**src/rtl/deq_pkg.sv**
```systemverilog
// Shared types and codes of the double-ended queue.
`default_nettype none

package deq_pkg;

	typedef enum logic [2:0] {
		REQ_PUSH_BACK  = 3'd0,
		REQ_POP_BACK   = 3'd1,
		REQ_PUSH_FRONT = 3'd2,
		REQ_POP_FRONT  = 3'd3,
		REQ_GET        = 3'd4,
		REQ_LAST       = 3'd5,
		REQ_REPLACE    = 3'd6,
		REQ_REMOVE     = 3'd7
	} req_t;

	typedef enum logic [1:0] {
		STS_OK    = 2'd0,
		STS_EMPTY = 2'd1,
		STS_FULL  = 2'd2,
		STS_RANGE = 2'd3
	} sts_t;

	typedef enum logic [2:0] {
		ST_IDLE,
		ST_EXEC,
		ST_RDATA,
		ST_SHIFT_RD,
		ST_SHIFT_WR
	} deq_state_t;

	localparam int unsigned REQ_W = 3;
	localparam int unsigned STS_W = 2;

endpackage

`default_nettype wire

```
**src/rtl/double_ended_queue.sv**
```systemverilog
// Double-ended queue: a circular entry store with pointer and count control.
//
// One request is taken at a time and answered by exactly one result item carrying
// read data, status and the entry count after the request. The entries live in a
// single synchronous memory with a registered read port, so a pop, get or last
// issues the read in the execute state and captures the read data in the read-data
// state, while a push, replace or failed request loads its result from the execute
// state. Remove at position p moves each later entry one slot towards the front,
// each by a read state and then a write-back state. The result register decouples
// the output side: a new request is accepted while the previous result waits, and
// the block stalls only when it must load a result that has not yet been taken.
`default_nettype none

module double_ended_queue
	import deq_pkg::*;
#(
	parameter int unsigned DEPTH      = 16,
	parameter int unsigned DATA_WIDTH = 32,
	localparam int unsigned AW        = $clog2(DEPTH),
	localparam int unsigned CW        = $clog2(DEPTH + 1),
	localparam int unsigned S_W       = REQ_W + AW + DATA_WIDTH,
	localparam int unsigned S_TDW     = ((S_W + 7) / 8) * 8,
	localparam int unsigned M_W       = DATA_WIDTH + STS_W + CW,
	localparam int unsigned M_TDW     = ((M_W + 7) / 8) * 8
) (
	input  wire logic             clk,
	input  wire logic             arst_n,
	input  wire logic             s_tvalid,
	output logic                  s_tready,
	input  wire logic [S_TDW-1:0] s_tdata,  // req_type, position, wr_data, zero pad
	output logic                  m_tvalid,
	input  wire logic             m_tready,
	output logic [M_TDW-1:0]      m_tdata   // rd_data, status, count, zero pad
);

	localparam int unsigned CNT_W = AW + 1;
	localparam logic [CNT_W-1:0] DEPTH_C = CNT_W'(DEPTH);

	deq_state_t state_q, state_d;

	logic [AW-1:0]         front_q;
	logic [CNT_W-1:0]      count_q;
	req_t                  req_q;
	logic [AW-1:0]         pos_q;
	logic [DATA_WIDTH-1:0] wdata_q;
	logic [AW-1:0]         idx_q;

	logic                  m_tvalid_q;
	logic [DATA_WIDTH-1:0] rd_q;
	sts_t                  sts_q;
	logic [CNT_W-1:0]      cnt_out_q;

	logic [DATA_WIDTH-1:0] mem [DEPTH];
	logic [DATA_WIDTH-1:0] rdata_s1;

	// control
	logic                  out_free;
	logic                  out_load;
	logic                  out_from_mem;
	sts_t                  out_sts;
	logic                  mem_we;
	logic [AW-1:0]         mem_waddr;
	logic [DATA_WIDTH-1:0] mem_wdata;
	logic                  mem_re;
	logic [AW-1:0]         mem_raddr;
	logic                  cnt_inc;
	logic                  cnt_dec;
	logic                  front_set;
	logic [AW-1:0]         front_nxt;
	logic                  idx_load;
	logic                  idx_inc;
	logic                  go_read;
	logic                  go_shift;

	logic                  empty;
	logic                  full;
	logic                  in_range;
	logic                  more_to_shift;
	logic [CNT_W-1:0]      cnt_m1;
	logic [CNT_W-1:0]      idx_p1;
	logic [AW-1:0]         slot_back;
	logic [AW-1:0]         slot_last;
	logic [AW-1:0]         slot_pos;
	logic [AW-1:0]         slot_next;
	logic [AW-1:0]         slot_idx;
	logic [AW-1:0]         slot_idx_p1;
	logic [AW-1:0]         front_dec;

	// Wrap front + offset into the store; the sum stays below twice the depth.
	function automatic logic [AW-1:0] slot_of(input logic [AW-1:0] base,
			input logic [CNT_W-1:0] off);
		logic [CNT_W:0] sum;
		sum = {2'b00, base} + {1'b0, off};
		if (sum >= (CNT_W + 1)'(DEPTH)) begin
			sum = sum - (CNT_W + 1)'(DEPTH);
		end
		return sum[AW-1:0];
	endfunction

	assign out_free      = !m_tvalid_q || m_tready;
	assign empty         = (count_q == '0);
	assign full          = (count_q == DEPTH_C);
	assign in_range      = ({1'b0, pos_q} < count_q);
	assign cnt_m1        = count_q - CNT_W'(1);
	assign idx_p1        = {1'b0, idx_q} + CNT_W'(1);
	assign more_to_shift = (idx_p1 < count_q);
	assign slot_back     = slot_of(front_q, count_q);
	assign slot_last     = slot_of(front_q, cnt_m1);
	assign slot_pos      = slot_of(front_q, {1'b0, pos_q});
	assign slot_next     = slot_of(front_q, CNT_W'(1));
	assign slot_idx      = slot_of(front_q, {1'b0, idx_q});
	assign slot_idx_p1   = slot_of(front_q, idx_p1);
	assign front_dec     = (front_q == '0) ? AW'(DEPTH - 1) : front_q - AW'(1);

	// Next state
	always_comb begin
		state_d = state_q;
		case (state_q)
			ST_IDLE: begin
				if (s_tvalid) state_d = ST_EXEC;
			end
			ST_EXEC: begin
				if (out_free) begin
					if (go_read) state_d = ST_RDATA;
					else if (go_shift) state_d = ST_SHIFT_RD;
					else state_d = ST_IDLE;
				end
			end
			ST_RDATA: state_d = ST_IDLE;
			ST_SHIFT_RD: begin
				if (more_to_shift) state_d = ST_SHIFT_WR;
				else if (out_free) state_d = ST_IDLE;
			end
			ST_SHIFT_WR: state_d = ST_SHIFT_RD;
			default: state_d = ST_IDLE;
		endcase
	end

	// Control outputs
	always_comb begin
		s_tready     = 1'b0;
		out_load     = 1'b0;
		out_from_mem = 1'b0;
		out_sts      = STS_OK;
		mem_we       = 1'b0;
		mem_waddr    = slot_pos;
		mem_wdata    = wdata_q;
		mem_re       = 1'b0;
		mem_raddr    = slot_pos;
		cnt_inc      = 1'b0;
		cnt_dec      = 1'b0;
		front_set    = 1'b0;
		front_nxt    = front_q;
		idx_load     = 1'b0;
		idx_inc      = 1'b0;
		go_read      = 1'b0;
		go_shift     = 1'b0;
		case (state_q)
			ST_IDLE: s_tready = 1'b1;
			ST_EXEC: begin
				if (out_free) begin
					case (req_q)
						REQ_PUSH_BACK: begin
							out_load = 1'b1;
							if (full) begin
								out_sts = STS_FULL;
							end else begin
								mem_we    = 1'b1;
								mem_waddr = slot_back;
								cnt_inc   = 1'b1;
							end
						end
						REQ_POP_BACK: begin
							if (empty) begin
								out_load = 1'b1;
								out_sts  = STS_EMPTY;
							end else begin
								mem_re    = 1'b1;
								mem_raddr = slot_last;
								cnt_dec   = 1'b1;
								go_read   = 1'b1;
							end
						end
						REQ_PUSH_FRONT: begin
							out_load = 1'b1;
							if (full) begin
								out_sts = STS_FULL;
							end else begin
								mem_we    = 1'b1;
								mem_waddr = front_dec;
								front_set = 1'b1;
								front_nxt = front_dec;
								cnt_inc   = 1'b1;
							end
						end
						REQ_POP_FRONT: begin
							if (empty) begin
								out_load = 1'b1;
								out_sts  = STS_EMPTY;
							end else begin
								mem_re    = 1'b1;
								mem_raddr = front_q;
								front_set = 1'b1;
								front_nxt = slot_next;
								cnt_dec   = 1'b1;
								go_read   = 1'b1;
							end
						end
						REQ_GET: begin
							if (!in_range) begin
								out_load = 1'b1;
								out_sts  = STS_RANGE;
							end else begin
								mem_re    = 1'b1;
								mem_raddr = slot_pos;
								go_read   = 1'b1;
							end
						end
						REQ_LAST: begin
							if (empty) begin
								out_load = 1'b1;
								out_sts  = STS_EMPTY;
							end else begin
								mem_re    = 1'b1;
								mem_raddr = slot_last;
								go_read   = 1'b1;
							end
						end
						REQ_REPLACE: begin
							out_load = 1'b1;
							if (!in_range) begin
								out_sts = STS_RANGE;
							end else begin
								mem_we    = 1'b1;
								mem_waddr = slot_pos;
							end
						end
						REQ_REMOVE: begin
							if (!in_range) begin
								out_load = 1'b1;
								out_sts  = STS_RANGE;
							end else begin
								idx_load = 1'b1;
								go_shift = 1'b1;
							end
						end
						default: begin
							out_load = 1'b1;
						end
					endcase
				end
			end
			ST_RDATA: begin
				out_load     = 1'b1;
				out_from_mem = 1'b1;
			end
			ST_SHIFT_RD: begin
				if (more_to_shift) begin
					mem_re    = 1'b1;
					mem_raddr = slot_idx_p1;
				end else if (out_free) begin
					cnt_dec  = 1'b1;
					out_load = 1'b1;
				end
			end
			ST_SHIFT_WR: begin
				// move the entry behind one slot towards the front
				mem_we    = 1'b1;
				mem_waddr = slot_idx;
				mem_wdata = rdata_s1;
				idx_inc   = 1'b1;
			end
			default: ;
		endcase
	end

	always_ff @(posedge clk or negedge arst_n) begin
		if (!arst_n) begin
			state_q    <= ST_IDLE;
			front_q    <= '0;
			count_q    <= '0;
			m_tvalid_q <= 1'b0;
		end else begin
			state_q <= state_d;
			if (front_set) front_q <= front_nxt;
			if (cnt_inc) count_q <= count_q + CNT_W'(1);
			else if (cnt_dec) count_q <= cnt_m1;
			if (out_load) m_tvalid_q <= 1'b1;
			else if (m_tready) m_tvalid_q <= 1'b0;
		end
	end

	// Request and result payload
	always_ff @(posedge clk) begin
		if (s_tvalid && s_tready) begin
			req_q   <= req_t'(s_tdata[REQ_W-1:0]);
			pos_q   <= s_tdata[REQ_W +: AW];
			wdata_q <= s_tdata[REQ_W + AW +: DATA_WIDTH];
		end
		if (idx_load) idx_q <= pos_q;
		else if (idx_inc) idx_q <= idx_p1[AW-1:0];
		if (out_load) begin
			rd_q <= out_from_mem ? rdata_s1 : '0;
			sts_q <= out_sts;
			// count after the request, including a decrement taken this cycle
			if (cnt_inc) cnt_out_q <= count_q + CNT_W'(1);
			else if (cnt_dec) cnt_out_q <= cnt_m1;
			else cnt_out_q <= count_q;
		end
	end

	// Entry store
	always_ff @(posedge clk) begin
		if (mem_we) mem[mem_waddr] <= mem_wdata;
	end

	always_ff @(posedge clk) begin
		if (mem_re) rdata_s1 <= mem[mem_raddr];
	end

	assign m_tvalid = m_tvalid_q;

	always_comb begin
		m_tdata = '0;
		m_tdata[DATA_WIDTH-1:0]           = rd_q;
		m_tdata[DATA_WIDTH +: STS_W]      = sts_q;
		m_tdata[DATA_WIDTH + STS_W +: CW] = cnt_out_q[CW-1:0];
	end

	assert property (@(posedge clk) disable iff (!arst_n) count_q <= DEPTH_C)
		else $error("entry count above capacity");

	assert property (@(posedge clk) disable iff (!arst_n)
			(s_tvalid && s_tready) |=> !s_tready)
		else $error("second item accepted while one is in progress");

	assert property (@(posedge clk) disable iff (!arst_n)
			(m_tvalid_q && sts_q == STS_FULL) |-> (cnt_out_q == DEPTH_C))
		else $error("full reported below capacity");

	assert property (@(posedge clk) disable iff (!arst_n)
			(m_tvalid_q && sts_q == STS_EMPTY) |-> (cnt_out_q == '0 && rd_q == '0))
		else $error("empty reported with entries held or data");

endmodule

`default_nettype wire

```
**config.mk**
```make
export PLATFORM = sky130hd
export DESIGN_NAME = double_ended_queue
export DESIGN_NICKNAME = d
export VERILOG_FILES = /design/src/rtl/deq_pkg.sv /design/src/rtl/double_ended_queue.sv
export SDC_FILE = /design/constraint.sdc
export NUM_CORES = 1
export LEC_CHECK = 0
export ABC_AREA = 0
export BUFFER_PORTS_ARGS = -buffer_cell sky130_fd_sc_hd__buf_2
export CORE_ASPECT_RATIO = 0.6
export CORE_MARGIN = 2
export CORE_UTILIZATION = 37
export CTS_CLUSTER_SIZE = 24
export DETAILED_ROUTE_END_ITERATION = 10
export GPL_TIMING_DRIVEN = 0
export PLACE_DENSITY = 0.59
export SLEW_MARGIN = 20
export SYNTH_ARGS = -nofsm -noshare
export SYNTH_HDL_FRONTEND = slang
export SYNTH_SLANG_ARGS = --single-unit
```
**constraint.sdc**
```tcl
create_clock -name clk -period 4.7 [get_ports clk]
set_input_delay 0.94 -clock clk [delete_from_list [all_inputs] [get_ports clk]]
set_output_delay 0.94 -clock clk [all_outputs]
set_load 0.02 [all_outputs]
```
==> flow_metrics.env <==
export IMPL_outcome="finished clean"
export IMPL_critPathKind="reg -> reg"
export IMPL_fin_skew_ns=0.0264
export IMPL_hold_buffers=0
export IMPL_multiInputGateArea_um2=6350
export IMPL_synth_edf_count=626
export IMPL_dieHeight_um=209
export IMPL_synth_ff_type="edfxtp_1"
export IMPL_hold_viol=0
export IMPL_core_um2=69700
export IMPL_maxCapViolCount=0
export IMPL_utilization_pct=43.5
export IMPL_fmax_mhz=215
export IMPL_drtIter0Drc=2010
export IMPL_r2r_cells=12
export IMPL_antenna_found_initial=0
export IMPL_clk_latency_ns=0.66
export IMPL_wl_um=75000
export IMPL_async_reset_ff_share_pct=2.03
export IMPL_syn_num_nets=1939
export IMPL_hold_class="in -> async"
export IMPL_syn_area_per_cell_um2=14.0
export IMPL_cts_root_buf="clkbuf_16"
export IMPL_fin_ws_ns=0.0561
export IMPL_fin_crit_sh_pct=98.8
export IMPL_tritoncts="yes"
export IMPL_slew_headroom_pct=38.2
export IMPL_numCtsBuffers=59
export IMPL_r2r_slack_ns=0.06
export IMPL_r2r_end="rdata_s1[10]"
export IMPL_fin_nets=2110
export IMPL_crit_path_end_kind="register"
export IMPL_cts_root_to_sink_buffers=3
export IMPL_numPortBuffers=83
export IMPL_grt_start_max_net_pins=22
export IMPL_start_kind="register"
export IMPL_vias=16700
export IMPL_clkTransAtPathRegs_ns=0.07
export IMPL_ys_seq_elements=639
export IMPL_rows=75
export IMPL_setup_viol=0
export IMPL_synth_area_um2=26000
export IMPL_finalSetupTns_ns=0
export IMPL_synth_distinct_cells=66
export IMPL_rsz0062_at_grt="true"
export IMPL_htreeDepth=2
export IMPL_worstPathRequired_ns=5.13
export IMPL_crit_path_max_fanout=10
export IMPL_fp_dieW_um=346
export IMPL_drive_gt1_share_pct=14.2
export IMPL_maxSlewViolCount=0
export IMPL_via_per_inst=5.57
export IMPL_worstSetupStartpoint="idx_q[0]"
export IMPL_synthCells=1862
export IMPL_grt_total_usage_pct=20.5
export IMPL_fillers=6247
export IMPL_period_minus_slack_ns=4.64
export IMPL_n_antenna_cell=0
export IMPL_regArea_um2=19100
export IMPL_wl_per_cell_um=24.9
export IMPL_regToRegStartpoint="idx_q[0]"
export IMPL_yosysSeqAreaShare_pct=73.6
export IMPL_top_level_ports=86
export IMPL_final_antenna_net_count=0
export IMPL_gp_congestion=0.910
export IMPL_dp_slack_ns=0.178
export IMPL_yosys_warnings=0
export IMPL_worst_pin_slew_ns=0.927
export IMPL_cts_sinks=639
export IMPL_grt_pass1_wl_um=108000
export IMPL_syn_to_final_growth_pct=16.7
export IMPL_drt_pass1_iter_count=6
export IMPL_crit_arrival_ns=5.07
export IMPL_die_area_um2=72400
export IMPL_grt_pass1_vias=16100
export IMPL_dpl_hpwl_um=51100
export IMPL_drc=0
export IMPL_initial_core_util_pct=37.3
export IMPL_grt_overflow=0
-- cell usage in the layout (no fill, tap or decap), drive strengths merged, types with 13 or more instances in the layout --
cell type	instances
buf	176
and2	45
o21ai	17
edfxtp	626
inv	23
xnor2	15
nand2	369
a22oi	94
o221ai	32
nor2	24
clkinv	25
a21oi	280
ha	28
clkbuf	124
dfrtp	13
a22o	62
-- sequential cells by signal, summed over array words and instances, names as in the netlist, 3 cells and up --
signal	cells
state_q	3
cnt_out_q	5
rdata_s1	32
req_q	3
pos_q	4
front_q	4
count_q	5
rd_q	32
wdata_q	32
mem	512
idx_q	4
-- cells by family after synthesis --
family	Yosys count	synth area share, %
xor gates and xnor gates	25	0.843
and+or+nand+nor	491	8.17
muxes	6	0.246
adders and majority gates	33	1.73
DFF	639	73.6
other	1	0.0144
AOI/OAI and AO/OA	528	13.0
buffers and inverters	139	2.38
-- worst max path at each step --
stage	endpoint	slack [ns]
after floorplan	rdata_s1[0]	0.33
after global placement	rdata_s1[20]	-2.91
after detailed placement	rdata_s1[10]	0.18
after CTS	rdata_s1[10]	0.21
after global routing	rdata_s1[10]	-0.01
final	rdata_s1[10]	0.06
-- stage by stage --
step                      cell area (um2)  hold slack (ns)  std cells
final                               30300            0.182       3008
after global placement              27600            0.544       2869
after floorplan                     26000            0.524       1862
after global routing                30300            0.196       3008
after CTS                           30300            0.163       3008
after detailed placement            28300            0.538       2896
-- cells in the mapped netlist, drive strengths merged (3+ instances only) --
| cell type | instances | area, um2 |
|---|---|---|
| o21ai | 17 | 100 |
| a21oi | 280 | 1400 |
| o211ai | 6 | 50.1 |
| nor3b | 3 | 27.5 |
| inv | 19 | 71.3 |
| fa | 5 | 100 |
| a31oi | 4 | 25.0 |
| nand2b | 9 | 56.3 |
| nand2 | 369 | 1390 |
| o31ai | 4 | 30.0 |
| a22oi | 94 | 706 |
| dfrtp | 13 | 325 |
| xnor2 | 15 | 131 |
| mux2i | 3 | 30.0 |
| a22o | 62 | 543 |
| nor4 | 4 | 25.0 |
| nand3 | 8 | 45.0 |
| nor2 | 24 | 106 |
| and3 | 4 | 25.0 |
| nor2b | 6 | 37.5 |
| nor3 | 6 | 30.0 |
| mux2 | 3 | 33.8 |
| o221ai | 32 | 280 |
| clkbuf | 48 | 180 |
| and2 | 45 | 282 |
| xor2 | 10 | 87.6 |
| a21o | 10 | 75.1 |
| buf | 72 | 367 |
| ha | 28 | 350 |
| edfxtp | 626 | 18800 |
-- routing by layer --
metal  up-vias  part of all wire [%]  GRT usage [%]
met5         -                     0              0
met4         0                   2.0           5.18
met3       101                    11           5.44
met2       872                    41           28.2
met1      8379                    46           31.8
li1       7388                     -              -
-- repair_timing --
item,4_1_cts,5_1_grt
setup endpoints to repair,0,23
buffers inserted,0,0
gates resized for setup,0,24
-- critical path, cell delays in order, from the launching register on --
cell      delay, ns
edfxtp_1       0.50
ha_1           0.27
xor2_1         0.19
ha_1           0.29
o211a_1        0.14
a21oi_1        0.13
o21ai_1        0.56
inv_2          0.24
o31a_1         0.39
nor2_1         0.61
clkbuf_1       0.64
a22oi_1        0.24
o221ai_1       0.20
-- cell type report --
type	instances	area share [%]
Clock inverter	41	1.57
Buffer	120	1.87
Clock buffer	71	5.02
Timing Repair Buffer	110	3.45
Sequential cell	639	63.1
Inverter	19	0.235
Tap cell	924	3.81
Multi-Input combinational cell	1084	21.0
Power is not shown: default switching activity piles up to over one toggle a cycle in this logic, so the estimate is an artifact.
